[src/hdl/atc_pkg.sv]
package atc_pkg;

    // fixed field widths
    localparam int ELEM_W    = 32;
    localparam int PROD_W    = 2 * ELEM_W;
    localparam int ACC_W     = PROD_W + 2;
    localparam int IDX_W     = 2;
    localparam int MAT_DEPTH = 12;
    localparam int ADDR_W    = $clog2(MAT_DEPTH);

    // matrix geometry
    localparam logic [IDX_W-1:0] NUM_ROWS  = 2'd3;
    localparam logic [IDX_W-1:0] LAST_ROW  = 2'd2;
    localparam logic [IDX_W-1:0] LAST_COL  = 2'd3;
    localparam logic [IDX_W-1:0] TRANS_COL = 2'd3;
    localparam logic [IDX_W-1:0] TRANS_K   = 2'd3;
    localparam logic [IDX_W-1:0] LAST_K    = 2'd2;

    // command codes
    localparam logic CMD_LOAD    = 1'b0;
    localparam logic CMD_COMPUTE = 1'b1;

    // matrix select codes
    localparam logic MAT_LEFT  = 1'b0;
    localparam logic MAT_RIGHT = 1'b1;

    // controller to datapath
    typedef struct packed {
        logic             wr_left;
        logic             wr_right;
        logic             issue;
        logic             first;
        logic             last_term;
        logic             trans;
        logic             elem_last;
        logic [IDX_W-1:0] row;
        logic [IDX_W-1:0] col;
        logic [IDX_W-1:0] k;
    } atc_cmd_t;

    // datapath to controller
    typedef struct packed {
        logic loaded;
    } atc_stat_t;

endpackage

[src/hdl/atc_in_if.sv]
interface atc_in_if;
    import atc_pkg::*;

    logic                     valid;
    logic                     ready;
    logic                     cmd;
    logic                     which_matrix;
    logic [IDX_W-1:0]         row_index;
    logic [IDX_W-1:0]         col_index;
    logic signed [ELEM_W-1:0] element_value;

    modport source (
        output valid, cmd, which_matrix, row_index, col_index, element_value,
        input  ready
    );

    modport sink (
        input  valid, cmd, which_matrix, row_index, col_index, element_value,
        output ready
    );

endinterface

[src/hdl/atc_out_if.sv]
interface atc_out_if;
    import atc_pkg::*;

    logic                     valid;
    logic                     ready;
    logic [IDX_W-1:0]         out_row;
    logic [IDX_W-1:0]         out_col;
    logic signed [ELEM_W-1:0] out_value;
    logic                     saturated;
    logic                     last;

    modport source (
        output valid, out_row, out_col, out_value, saturated, last,
        input  ready
    );

    modport sink (
        input  valid, out_row, out_col, out_value, saturated, last,
        output ready
    );

endinterface

[src/hdl/affine_transform_concat.sv]
// channel     dir  payload
// cmd_ch      in   cmd, which_matrix, row_index, col_index, element_value
// result_ch   out  out_row, out_col, out_value, saturated, last
//
// a load word is written into its ram as it is accepted; cmd_ch stays ready
// a compute word yields its twelve result words one element at a time: each
// element runs its three or four terms through one shared multiplier fed by
// the registered reads of the two matrix rams, then drains the pipeline
// rst_n clears control only; matrix contents hold nothing until loaded
// a stall on result_ch holds the finished element and pauses the sequence
module affine_transform_concat #(
    parameter int FRAC_BITS  = 16,
    parameter int WORD_WIDTH = 32
) (
    input logic       clk,
    input logic       rst_n,
    atc_in_if.sink    cmd_ch,
    atc_out_if.source result_ch
);
    import atc_pkg::*;

    atc_cmd_t  ctrl;
    atc_stat_t stat;

    atc_ctrl u_ctrl (
        .clk          (clk),
        .rst_n        (rst_n),
        .in_valid     (cmd_ch.valid),
        .in_ready     (cmd_ch.ready),
        .cmd          (cmd_ch.cmd),
        .which_matrix (cmd_ch.which_matrix),
        .row_index    (cmd_ch.row_index),
        .ctrl         (ctrl),
        .stat         (stat)
    );

    atc_datapath #(
        .FRAC_BITS  (FRAC_BITS),
        .WORD_WIDTH (WORD_WIDTH)
    ) u_datapath (
        .clk           (clk),
        .rst_n         (rst_n),
        .ctrl          (ctrl),
        .stat          (stat),
        .row_index     (cmd_ch.row_index),
        .col_index     (cmd_ch.col_index),
        .element_value (cmd_ch.element_value),
        .result_ch     (result_ch)
    );

endmodule

[src/hdl/atc_ram.sv]
module atc_ram #(
    parameter int WIDTH = 32,
    parameter int DEPTH = 12
) (
    input  logic                     clk,
    input  logic                     wr_en,
    input  logic [$clog2(DEPTH)-1:0] wr_addr,
    input  logic [WIDTH-1:0]         wr_data,
    input  logic [$clog2(DEPTH)-1:0] rd_addr,
    output logic [WIDTH-1:0]         rd_data
);

    logic [WIDTH-1:0] mem [DEPTH];
    logic [WIDTH-1:0] rd_data_reg;

    // single write port, registered read
    always_ff @(posedge clk)
    begin
        if (wr_en)
        begin
            mem[wr_addr] <= wr_data;
        end
        rd_data_reg <= mem[rd_addr];
    end

    assign rd_data = rd_data_reg;

endmodule

[src/hdl/atc_datapath.sv]
module atc_datapath #(
    parameter int FRAC_BITS  = 16,
    parameter int WORD_WIDTH = 32
) (
    input  logic                             clk,
    input  logic                             rst_n,
    input  atc_pkg::atc_cmd_t                ctrl,
    output atc_pkg::atc_stat_t               stat,
    input  logic [atc_pkg::IDX_W-1:0]        row_index,
    input  logic [atc_pkg::IDX_W-1:0]        col_index,
    input  logic signed [atc_pkg::ELEM_W-1:0] element_value,
    atc_out_if.source                        result_ch
);
    import atc_pkg::*;

    localparam logic signed [ACC_W-1:0] MAX_POS =
        {{(ACC_W-WORD_WIDTH+1){1'b0}}, {(WORD_WIDTH-1){1'b1}}};
    localparam logic signed [ACC_W-1:0] MIN_NEG = ~MAX_POS;

    logic [ADDR_W-1:0]        wr_addr;
    logic [ADDR_W-1:0]        left_addr;
    logic [ADDR_W-1:0]        right_addr;
    logic signed [ELEM_W-1:0] left_data;
    logic signed [ELEM_W-1:0] right_data;

    // read stage tags
    logic             rd_valid_reg;
    logic             rd_first_reg;
    logic             rd_last_reg;
    logic             rd_trans_reg;
    logic             rd_elast_reg;
    logic [IDX_W-1:0] rd_row_reg;
    logic [IDX_W-1:0] rd_col_reg;

    // product stage
    logic                     mul_valid_reg;
    logic                     mul_first_reg;
    logic                     mul_last_reg;
    logic                     mul_elast_reg;
    logic [IDX_W-1:0]         mul_row_reg;
    logic [IDX_W-1:0]         mul_col_reg;
    logic signed [PROD_W-1:0] prod_reg;
    logic signed [PROD_W-1:0] prod_next;

    // accumulator stage
    logic                    done_reg;
    logic                    acc_elast_reg;
    logic [IDX_W-1:0]        acc_row_reg;
    logic [IDX_W-1:0]        acc_col_reg;
    logic signed [ACC_W-1:0] acc_reg;
    logic signed [ACC_W-1:0] acc_next;
    logic signed [ACC_W-1:0] prod_ext;

    // output word
    logic                     out_valid_reg;
    logic [IDX_W-1:0]         out_row_reg;
    logic [IDX_W-1:0]         out_col_reg;
    logic signed [ELEM_W-1:0] out_value_reg;
    logic                     out_sat_reg;
    logic                     out_last_reg;

    logic                    load_out;
    logic signed [ACC_W-1:0] shifted;
    logic signed [ACC_W-1:0] sat_val;
    logic                    sat_flag;

    // matrix addresses, row-major
    assign wr_addr    = {row_index, col_index};
    assign left_addr  = {ctrl.row, ctrl.k};
    assign right_addr = {(ctrl.trans ? 2'd0 : ctrl.k), ctrl.col};

    atc_ram #(.WIDTH(ELEM_W), .DEPTH(MAT_DEPTH)) u_left_ram (
        .clk     (clk),
        .wr_en   (ctrl.wr_left),
        .wr_addr (wr_addr),
        .wr_data (element_value),
        .rd_addr (left_addr),
        .rd_data (left_data)
    );

    atc_ram #(.WIDTH(ELEM_W), .DEPTH(MAT_DEPTH)) u_right_ram (
        .clk     (clk),
        .wr_en   (ctrl.wr_right),
        .wr_addr (wr_addr),
        .wr_data (element_value),
        .rd_addr (right_addr),
        .rd_data (right_data)
    );

    // one product per cycle while the controller issues terms, translation aligned to product scale
    always_comb
    begin
        if (rd_trans_reg)
        begin
            prod_next = {{(PROD_W-ELEM_W){left_data[ELEM_W-1]}}, left_data} <<< FRAC_BITS;
        end
        else
        begin
            prod_next = left_data * right_data;
        end
    end

    // accumulate at full precision
    assign prod_ext = {{(ACC_W-PROD_W){prod_reg[PROD_W-1]}}, prod_reg};
    assign acc_next = mul_first_reg ? prod_ext : acc_reg + prod_ext;

    // scale back and clip to word range
    assign shifted = acc_reg >>> FRAC_BITS;
    always_comb
    begin
        if (shifted > MAX_POS)
        begin
            sat_val  = MAX_POS;
            sat_flag = 1'b1;
        end
        else if (shifted < MIN_NEG)
        begin
            sat_val  = MIN_NEG;
            sat_flag = 1'b1;
        end
        else
        begin
            sat_val  = shifted;
            sat_flag = 1'b0;
        end
    end

    assign load_out    = done_reg && (!out_valid_reg || result_ch.ready);
    assign stat.loaded = load_out;

    // pipeline control
    always_ff @(posedge clk or negedge rst_n)
    begin
        if (!rst_n)
        begin
            rd_valid_reg  <= 1'b0;
            mul_valid_reg <= 1'b0;
            done_reg      <= 1'b0;
            out_valid_reg <= 1'b0;
        end
        else
        begin
            rd_valid_reg  <= ctrl.issue;
            mul_valid_reg <= rd_valid_reg;
            if (mul_valid_reg && mul_last_reg)
            begin
                done_reg <= 1'b1;
            end
            else if (load_out)
            begin
                done_reg <= 1'b0;
            end
            if (load_out)
            begin
                out_valid_reg <= 1'b1;
            end
            else if (result_ch.ready)
            begin
                out_valid_reg <= 1'b0;
            end
        end
    end

    // pipeline payload
    always_ff @(posedge clk)
    begin
        rd_first_reg <= ctrl.first;
        rd_last_reg  <= ctrl.last_term;
        rd_trans_reg <= ctrl.trans;
        rd_elast_reg <= ctrl.elem_last;
        rd_row_reg   <= ctrl.row;
        rd_col_reg   <= ctrl.col;

        mul_first_reg <= rd_first_reg;
        mul_last_reg  <= rd_last_reg;
        mul_elast_reg <= rd_elast_reg;
        mul_row_reg   <= rd_row_reg;
        mul_col_reg   <= rd_col_reg;
        prod_reg      <= prod_next;

        if (mul_valid_reg)
        begin
            acc_reg       <= acc_next;
            acc_elast_reg <= mul_elast_reg;
            acc_row_reg   <= mul_row_reg;
            acc_col_reg   <= mul_col_reg;
        end

        if (load_out)
        begin
            out_row_reg   <= acc_row_reg;
            out_col_reg   <= acc_col_reg;
            out_value_reg <= sat_val[ELEM_W-1:0];
            out_sat_reg   <= sat_flag;
            out_last_reg  <= acc_elast_reg;
        end
    end

    assign result_ch.valid     = out_valid_reg;
    assign result_ch.out_row   = out_row_reg;
    assign result_ch.out_col   = out_col_reg;
    assign result_ch.out_value = out_value_reg;
    assign result_ch.saturated = out_sat_reg;
    assign result_ch.last      = out_last_reg;

endmodule

[src/hdl/atc_ctrl.sv]
module atc_ctrl (
    input  logic               clk,
    input  logic               rst_n,
    input  logic               in_valid,
    output logic               in_ready,
    input  logic               cmd,
    input  logic               which_matrix,
    input  logic [atc_pkg::IDX_W-1:0] row_index,
    output atc_pkg::atc_cmd_t  ctrl,
    input  atc_pkg::atc_stat_t stat
);
    import atc_pkg::*;

    typedef enum logic [1:0] {
        ST_IDLE,
        ST_ISSUE,
        ST_DRAIN
    } state_t;

    state_t           state_reg;
    state_t           state_next;
    logic [IDX_W-1:0] row_reg;
    logic [IDX_W-1:0] row_next;
    logic [IDX_W-1:0] col_reg;
    logic [IDX_W-1:0] col_next;
    logic [IDX_W-1:0] k_reg;
    logic [IDX_W-1:0] k_next;

    logic accept;
    logic load_ok;
    logic last_term;
    logic last_elem;

    assign in_ready  = (state_reg == ST_IDLE);
    assign accept    = in_valid && in_ready;
    assign load_ok   = accept && (cmd == CMD_LOAD) && (row_index < NUM_ROWS);
    assign last_term = (col_reg == TRANS_COL) ? (k_reg == TRANS_K) : (k_reg == LAST_K);
    assign last_elem = (row_reg == LAST_ROW) && (col_reg == LAST_COL);

    // datapath command word
    always_comb
    begin
        ctrl.wr_left   = load_ok && (which_matrix == MAT_LEFT);
        ctrl.wr_right  = load_ok && (which_matrix == MAT_RIGHT);
        ctrl.issue     = (state_reg == ST_ISSUE);
        ctrl.first     = (k_reg == '0);
        ctrl.last_term = last_term;
        ctrl.trans     = (k_reg == TRANS_K);
        ctrl.elem_last = last_elem;
        ctrl.row       = row_reg;
        ctrl.col       = col_reg;
        ctrl.k         = k_reg;
    end

    // sequencing over elements and terms
    always_comb
    begin
        state_next = state_reg;
        row_next   = row_reg;
        col_next   = col_reg;
        k_next     = k_reg;
        unique case (state_reg)
            ST_IDLE:
            begin
                if (accept && (cmd == CMD_COMPUTE))
                begin
                    row_next   = '0;
                    col_next   = '0;
                    k_next     = '0;
                    state_next = ST_ISSUE;
                end
            end
            ST_ISSUE:
            begin
                if (last_term)
                begin
                    k_next     = '0;
                    state_next = ST_DRAIN;
                end
                else
                begin
                    k_next = k_reg + 2'd1;
                end
            end
            ST_DRAIN:
            begin
                if (stat.loaded)
                begin
                    if (last_elem)
                    begin
                        state_next = ST_IDLE;
                    end
                    else
                    begin
                        state_next = ST_ISSUE;
                        if (col_reg == LAST_COL)
                        begin
                            col_next = '0;
                            row_next = row_reg + 2'd1;
                        end
                        else
                        begin
                            col_next = col_reg + 2'd1;
                        end
                    end
                end
            end
            default:
            begin
                state_next = ST_IDLE;
            end
        endcase
    end

    always_ff @(posedge clk or negedge rst_n)
    begin
        if (!rst_n)
        begin
            state_reg <= ST_IDLE;
            row_reg   <= '0;
            col_reg   <= '0;
            k_reg     <= '0;
        end
        else
        begin
            state_reg <= state_next;
            row_reg   <= row_next;
            col_reg   <= col_next;
            k_reg     <= k_next;
        end
    end

endmodule
[src/flat_wrapper.sv]
// flat-port wrapper written by rule: the top's interface ports become plain ports
module affine_transform_concat_flat import atc_pkg::*;
#(
    parameter int FRAC_BITS  = 16,
    parameter int WORD_WIDTH = 32
)
  (clk, rst_n, cmd_ch_valid, cmd_ch_cmd, cmd_ch_which_matrix, cmd_ch_row_index, cmd_ch_col_index, cmd_ch_element_value, cmd_ch_ready, result_ch_valid, result_ch_out_row, result_ch_out_col, result_ch_out_value, result_ch_saturated, result_ch_last, result_ch_ready);
  atc_in_if cmd_ch_i ();
  atc_out_if result_ch_i ();
  input logic clk;
  input logic rst_n;
  input wire logic [$bits(cmd_ch_i.valid)-1:0] cmd_ch_valid;
  input wire logic [$bits(cmd_ch_i.cmd)-1:0] cmd_ch_cmd;
  input wire logic [$bits(cmd_ch_i.which_matrix)-1:0] cmd_ch_which_matrix;
  input wire logic [$bits(cmd_ch_i.row_index)-1:0] cmd_ch_row_index;
  input wire logic [$bits(cmd_ch_i.col_index)-1:0] cmd_ch_col_index;
  input wire logic [$bits(cmd_ch_i.element_value)-1:0] cmd_ch_element_value;
  output wire logic [$bits(cmd_ch_i.ready)-1:0] cmd_ch_ready;
  output wire logic [$bits(result_ch_i.valid)-1:0] result_ch_valid;
  output wire logic [$bits(result_ch_i.out_row)-1:0] result_ch_out_row;
  output wire logic [$bits(result_ch_i.out_col)-1:0] result_ch_out_col;
  output wire logic [$bits(result_ch_i.out_value)-1:0] result_ch_out_value;
  output wire logic [$bits(result_ch_i.saturated)-1:0] result_ch_saturated;
  output wire logic [$bits(result_ch_i.last)-1:0] result_ch_last;
  input wire logic [$bits(result_ch_i.ready)-1:0] result_ch_ready;
  assign cmd_ch_i.valid = cmd_ch_valid;
  assign cmd_ch_i.cmd = cmd_ch_cmd;
  assign cmd_ch_i.which_matrix = cmd_ch_which_matrix;
  assign cmd_ch_i.row_index = cmd_ch_row_index;
  assign cmd_ch_i.col_index = cmd_ch_col_index;
  assign cmd_ch_i.element_value = cmd_ch_element_value;
  assign cmd_ch_ready = cmd_ch_i.ready;
  assign result_ch_valid = result_ch_i.valid;
  assign result_ch_out_row = result_ch_i.out_row;
  assign result_ch_out_col = result_ch_i.out_col;
  assign result_ch_out_value = result_ch_i.out_value;
  assign result_ch_saturated = result_ch_i.saturated;
  assign result_ch_last = result_ch_i.last;
  assign result_ch_i.ready = result_ch_ready;
  affine_transform_concat #(.FRAC_BITS(FRAC_BITS), .WORD_WIDTH(WORD_WIDTH)) u_core (.clk(clk), .rst_n(rst_n), .cmd_ch(cmd_ch_i), .result_ch(result_ch_i));
endmodule
[config.mk]
export PLATFORM = sky130hd
export DESIGN_NAME = affine_transform_concat_flat
export DESIGN_NICKNAME = d
export VERILOG_FILES = /design/src/hdl/atc_pkg.sv /design/src/hdl/atc_in_if.sv /design/src/hdl/atc_out_if.sv /design/src/hdl/affine_transform_concat.sv /design/src/hdl/atc_ram.sv /design/src/hdl/atc_datapath.sv /design/src/hdl/atc_ctrl.sv /design/src/flat_wrapper.sv
export SDC_FILE = /design/constraint.sdc
export NUM_CORES = 2
export LEC_CHECK = 0
export BUFFER_PORTS_ARGS = -buffer_cell sky130_fd_sc_hd__buf_2
export CAP_MARGIN = 20
export CELL_PAD_IN_SITES_DETAIL_PLACEMENT = 1
export CELL_PAD_IN_SITES_GLOBAL_PLACEMENT = 1
export CORE_AREA = 3 3 512 514
export CTS_BUF_LIST = sky130_fd_sc_hd__clkbuf_2 sky130_fd_sc_hd__clkbuf_4 sky130_fd_sc_hd__clkbuf_8
export CTS_CLUSTER_DIAMETER = 120
export CTS_CLUSTER_SIZE = 12
export DETAILED_ROUTE_END_ITERATION = 10
export DIE_AREA = 0 0 515 517
export PLACE_DENSITY = 0.63
export SYNTH_ARGS = -nofsm -noshare
export SYNTH_HDL_FRONTEND = slang
export SYNTH_HIERARCHICAL = 1
export SYNTH_SLANG_ARGS = --single-unit
[constraint.sdc]
create_clock -name clk -period 20.3 [get_ports clk]
set_input_delay 2.03 -clock clk [delete_from_list [all_inputs] [get_ports clk]]
set_output_delay 2.03 -clock clk [all_outputs]
set_load 0.02 [all_outputs]
# Yosys cells after proc, flatten, opt, wreduce, memory -nomap -nowiden
# Memories as Yosys holds them, arrays and structs flattened. A register that Yosys moved wholly into a read port is not among the register bits.
# Cells that the tools add are included.
[totals]
ff_bits = 200
ram_bits = 768
wordCells = 104
mem_count = 2
[classes]
add_sub_neg = 4
multipliers = 1
n_lt_le_gt_ge = 3
n_eq_ne = 11
muxes = 30
bitwise_logic = 2
n_reduce_logical = 21
[mem_list]
columns = ["name", "depth", "width", "rd", "rd_ports_with_merged_regs", "write_ports", "line_no", "text"]
rows = [
  ["u_core.u_datapath.u_left_ram.mem", 12, 32, 1, 1, 1, "atc_ram.sv:13", "logic [WIDTH-1:0] mem [DEPTH];"],
  ["u_core.u_datapath.u_right_ram.mem", 12, 32, 1, 1, 1, "atc_ram.sv:13", ""],
]
[op_table]
columns = ["cell", "count"]
rows = [
  ["$add A66 B64 Y66", 1],
  ["$mux W66", 1],
  ["$mul A32 B32 Y64", 1],
  ["$mux W64", 1],
  ["$gt A50 B32 Y1 const B", 1],
  ["$lt A50 B32 Y1 const B", 1],
  ["$mux W32", 1],
  ["$mux W2", 12],
  ["$pmux W2 S2", 3],
  ["$mux W1", 11],
  ["$eq A2 B2 Y1 const B", 5],
  ["$logic_and A1 B1 Y1", 9],
  ["$reduce_bool A2 Y1", 4],
  ["$add A2 B1 Y2 const B", 3],
  ["$ne A2 B1 Y1 const B", 3],
  ["$pmux W2 S3", 1],
  ["$reduce_and A5 Y1", 1],
  ["$logic_not A2 Y1", 2],
  ["$ne A2 B2 Y1 const B", 2],
  ["$reduce_and A4 Y1", 1],
  ["$reduce_and A3 Y1", 1],
  ["$eq A2 B1 Y1 const B", 1],
  ["$lt A2 B2 Y1 const B", 1],
  ["$not A1 Y1", 2],
  ["3 further kinds", 3],
]

# Depth between registers and ports, before layout
[depth]
ltp_word = 7
depth_mapped = 30
mapped_depth_nobuf = 27

# Cells and area by module
# The synthesis kept the hierarchy.
[modules_own_cells]
columns = ["module", "instances", "cells_per_inst", "area_each_um2", "seq_area_each_um2"]
rows = [
  ["atc_datapath", 1, 4980, 46478.3, 4954.8],
  ["atc_ram", 2, 664, 15173.3, 12171.7],
  ["atc_ctrl", 1, 59, 539.3, 200.2],
]

# Least setup slack after synthesis
# No wires, ideal clock.
[synth_timing]
kind = "flip-flop to flip-flop"
start = "register u_core.u_datapath.u_left_ram.rd_data_reg[31] (netlist: u_core/u_datapath/u_left_ram/rd_data[31]) (read register of u_core.u_datapath.u_left_ram.mem)"
end = "register u_core.u_datapath.prod_reg[55]"
setup_time_ns = 0.134
arrival_ns = 8.075
required_time_ns = 20.166
path_slack_ns = 12.091
path_stages_with_launch = 29
n_path_buf = 3
synth_period_minus_slack_ns = 8.209
path_cell_list = "dfxtp_1 clkbuf_1 clkbuf_1 nand2_1 inv_1 fa_1 fa_1 fa_1 fa_1 inv_1 fa_1 inv_1 fa_1 inv_1 fa_1 inv_1 fa_1 ha_1 clkbuf_1 or3_1 o21ai_0 a21oi_1 o21bai_1 a21oi_1 o31a_1 o21bai_2 a21o_1 and4_1 or4_1"
[synth_between]
elab_chain_cells = 2
[synth_lines]
columns = ["element", "line_no", "text"]
rows = [
  ["start, declared", "atc_ram.sv:14", "logic [WIDTH-1:0] rd_data_reg;"],
  ["$mul A32 B32 Y64", "atc_datapath.sv:99", "prod_next = left_data * right_data;"],
  ["$mux W64 (*)", "atc_datapath.sv:93", "if (rd_trans_reg)"],
  ["net u_core.u_datapath.prod_next[55]", "atc_datapath.sv:43", "logic signed [PROD_W-1:0] prod_next;"],
  ["end signal, assigned", "atc_datapath.sv:179", "prod_reg <= prod_next;"],
  ["end, declared", "atc_datapath.sv:42", "logic signed [PROD_W-1:0] prod_reg;"],
]
# The timed path passes the listed nets; every way through them passes the cells marked *.
# A chain may end at the register's enable or synchronous reset.

# Final worst setup path
# Same ends and word-level chain as after synthesis.

==> results by group <==
Outcome
  – Run status: complete, no violations

Synthesis
  – Average footprint of a synthesized cell: approximately 12 sq um
  – Sequential area share after synthesis: 0.3813
  – Leading area contributor after synthesis: edfxtp_1
  – Main flop type after synthesis: edfxtp_1
  – Number of synthesis warnings: 6
  – Portion of synthesized cell area occupied by the leading cell type: 0.3404
  – Leading cell types by total area after synthesis: edfxtp_1 (34%), fa_1 (28%), inv_1 (4.8%), and2_1 (4.3%), ha_1 (4.1%)
  – Unique masters post-synth: between 80 and 90
  – #FFs+latches synth: 1032
  – Post-synthesis instance total: 6367
  – Net count of the mapped netlist: 7746
  – FFs w/ async S/R, synth: 0.01163
  – Cell Area, Synth: 0.07736 sq mm
  – Number of enable-type register cells in the synthesized netlist: 877

STA
  – Final worst path period need: about 9.1 ns
  – Final hold viol count: 0
  – Post-Route Setup TNS: 0 ns
  – Ratio of final minimum period to clock period: 0.4499
  – Worst relative slew slack: 0.2813
  – Clk_skew: 0.07286 ns
  – Count of final setup violators: 0
  – Transition time of the tightest slew-check pin: 1.078 ns
  – Unrepaired setup endpoints after global routing: false
  – Final slew viol count: 0
  – Achievable frequency: 109.5 MHz

Floorplanning
  – Die Span X: 515 um
  – Initial Util: 0.3006
  – Row count: roughly 190
  – Area of the placeable core: 0.2574 sq mm
  – Die Height: slightly above 500 um
  – Boundary Pins: 82
  – Floorplan die area: around 0.27 sq mm

Critical path
  – CP max FO: 35
  – Critical path class: register to register
  – Highest cell delay on the worst timing path: 0.91 ns
  – CP Data Arrival Time: 9.88 ns
  – Crit-path most repeated cell: fa_1
  – Category of the worst setup path capture point: register
  – Startpoint Class: register
  – Minimum setup slack among reg-to-reg paths: 11.17 ns
  – CP max-delay cell: fa_1
  – Required time reported for the critical path endpoint: 21.04 ns

Clocking
  – Later-pin clock latency in the skew report: between 0.8 and 0.9 ns
  – CTS buffer count: 98
  – Clock tree root buffer cell: clkbuf_8
  – Number of buffers added to fix hold violations after cts: 0
  – PostCTS Resize Cnt: 0
  – CTS tree: done
  – CTS Sinks: around 1000
  – Buffer levels on the longest clock path: 3
  – Max H-tree Level: 3
  – Number of buffers added for setup after CTS: 0
  – Worst-path clk slew: 0.11 ns

Route
  – Per-cell via count in the routed design: 4.903
  – Total via count after detailed routing: 47950
  – Iteration count of the initial detailed-routing pass: 5
  – Wire per inst: 22.54 um
  – DRC violation total after the first TritonRoute iteration: 3721
  – Remaining design rule violation count: 0
  – Aggregate routed wire length: ~220000 um
  – Residual antenna-violating net count after detailed routing: 0

Cells and area
  – Proportion of layout cells with a drive suffix above 1: 0.09084
  – Net total in the final layout: 7689
  – Final Instance Area: around 0.084 sq mm
  – Synth-to-Final Area Change: 8.069%

Place
  – Gpl congestion: 0.8470
  – DP HPWL: between 150000 and 200000 um
  – Number of port buffers: 81
  – Placement Cell Area: 0.08149 sq mm

GRT
  – Global-route wire length before repair: roughly 340000 um
  – Number of antenna violations at the first check in global routing: 27
  – GRT Overall Usage: 0.1668
  – Via count of the first global-routing pass: 53780
  – Pin count of the biggest net entering global routing: 98
  – Overflow left after global routing: 0

Run
  – Number of violations of the max-capacitance limit: 0

Min path
  – Path category of the worst min-delay check: register to register
==> through the flow <==
stage / std cells / hold WS, ns / setup WS [ns] / utilization
floorplan: 6367 / 0.3096 / 12.09 / -
detailed placement: 9592 / 0.3150 / 11.19 / 0.3166
global placement: 9592 / 0.3155 / 11.18 / 0.3166
global route: 9774 / 0.3422 / 10.74 / 0.3248
CTS: 9767 / 0.3343 / 11.18 / 0.3245
finish: 9780 / 0.3332 / 11.17 / 0.3248
==> per-layer routing <==
| layer | track usage | wire [um] | part of all wire |
|---|---|---|---|
| met5 | 0 | 80 | 0.00036 |
| met3 | 0.02604 | 13630 | 0.062 |
| met2 | 0.2679 | 101300 | 0.46 |
| met4 | 0.03591 | 4599 | 0.021 |
| met1 | 0.2379 | 100800 | 0.46 |
==> worst paths after layout <==
check	startpoint	end	cells after the start
worst max-delay path	u_core/u_datapath/u_left_ram/rd_data[31]	u_core/u_datapath/prod_reg[55]	28
worst min-delay path	u_core/u_datapath/rd_elast_reg	u_core/u_datapath/mul_elast_reg	0
worst max register to register	u_core/u_datapath/u_left_ram/rd_data[31]	u_core/u_datapath/prod_reg[55]	28
worst min register to register	u_core/u_datapath/rd_elast_reg	u_core/u_datapath/mul_elast_reg	0
max in group asynchronous	rst_n	u_core/u_ctrl/col_reg[0]	1
min in group asynchronous	rst_n	u_core/u_ctrl/row_reg[0]	1
==> area by class of cell <==
cell class                      count  area, sq um
Clock inverter                     12        195.2
Clock buffer                      163         1843
Timing Repair Buffer              184         1224
Sequential cell                  1032        29530
Tap cell                         3384         4234
Antenna cell                       11        27.53
Fill cell                       28110       173800
Inverter                          989         3712
Multi-Input combinational cell   4005        42840
==> critical path, delay by kind of cell, from the launching register on <==
kind | cells | cell delay [ns]
DFF | 1 | 0.33
and+or+nand+nor | 4 | 1.23
adders and majority gates | 9 | 4.74
AOI/OAI and AO/OA | 7 | 0.98
buffers and inverters | 8 | 1.68
==> synth_stat cells (13+ instances only) <==
cell type and instances:
and2_1 527, mux4_2 128, o21ai_0 162, o221ai_1 57, inv_1 989, dfxtp_1 143
nor2_1 177, mux2i_1 133, nand4_1 31, buf_6 22, a21oi_1 141, nand3_1 38
ha_1 254, o21ai_1 16, a22oi_1 56, o21a_1 13, nand2_1 673, nor3_1 29
fa_1 1083, a31oi_1 22, nor2b_1 22, clkbuf_1 295, xor2_1 42, and3_1 19
edfxtp_1 877, xnor2_1 79, a21o_1 62, o21bai_1 26, nand2b_1 28
==> placed cells by master, fill, tap and decap left out, drive strengths merged, types with 27 or more instances in the layout <==
cell type     n
mux4        128
mux2i       133
xor2         42
o21ai       178
a21o         62
edfxtp      877
inv         996
nand3        38
buf         184
nand4        31
nor2        177
clkbuf      163
a22oi        64
a21oi       142
and2        527
nand2       673
o21bai       27
nor3         29
fa         1083
xnor2        79
dfxtp       143
nand2b       28
o221ai       66
ha          254
==> kinds of logic (layout without fill, tap and decap cells) <==
group,count (synthesis),in the layout,share of synthesized area
AND/OR/NAND/NOR,1608,1608,0.1025
AO/OA/AOI/OAI,674,674,0.05829
other,0,11,0
buffers and inverters,1330,1348,0.06781
multiplexers,265,265,0.05505
adder cells (fa/ha/maj),1337,1337,0.3213
XOR/XNOR,121,121,0.01370
flip-flops,1032,1032,0.3813
Power is left out: the tool's default activity adds up to more than one toggle a clock period on the data nets, which glitch-free logic cannot reach.
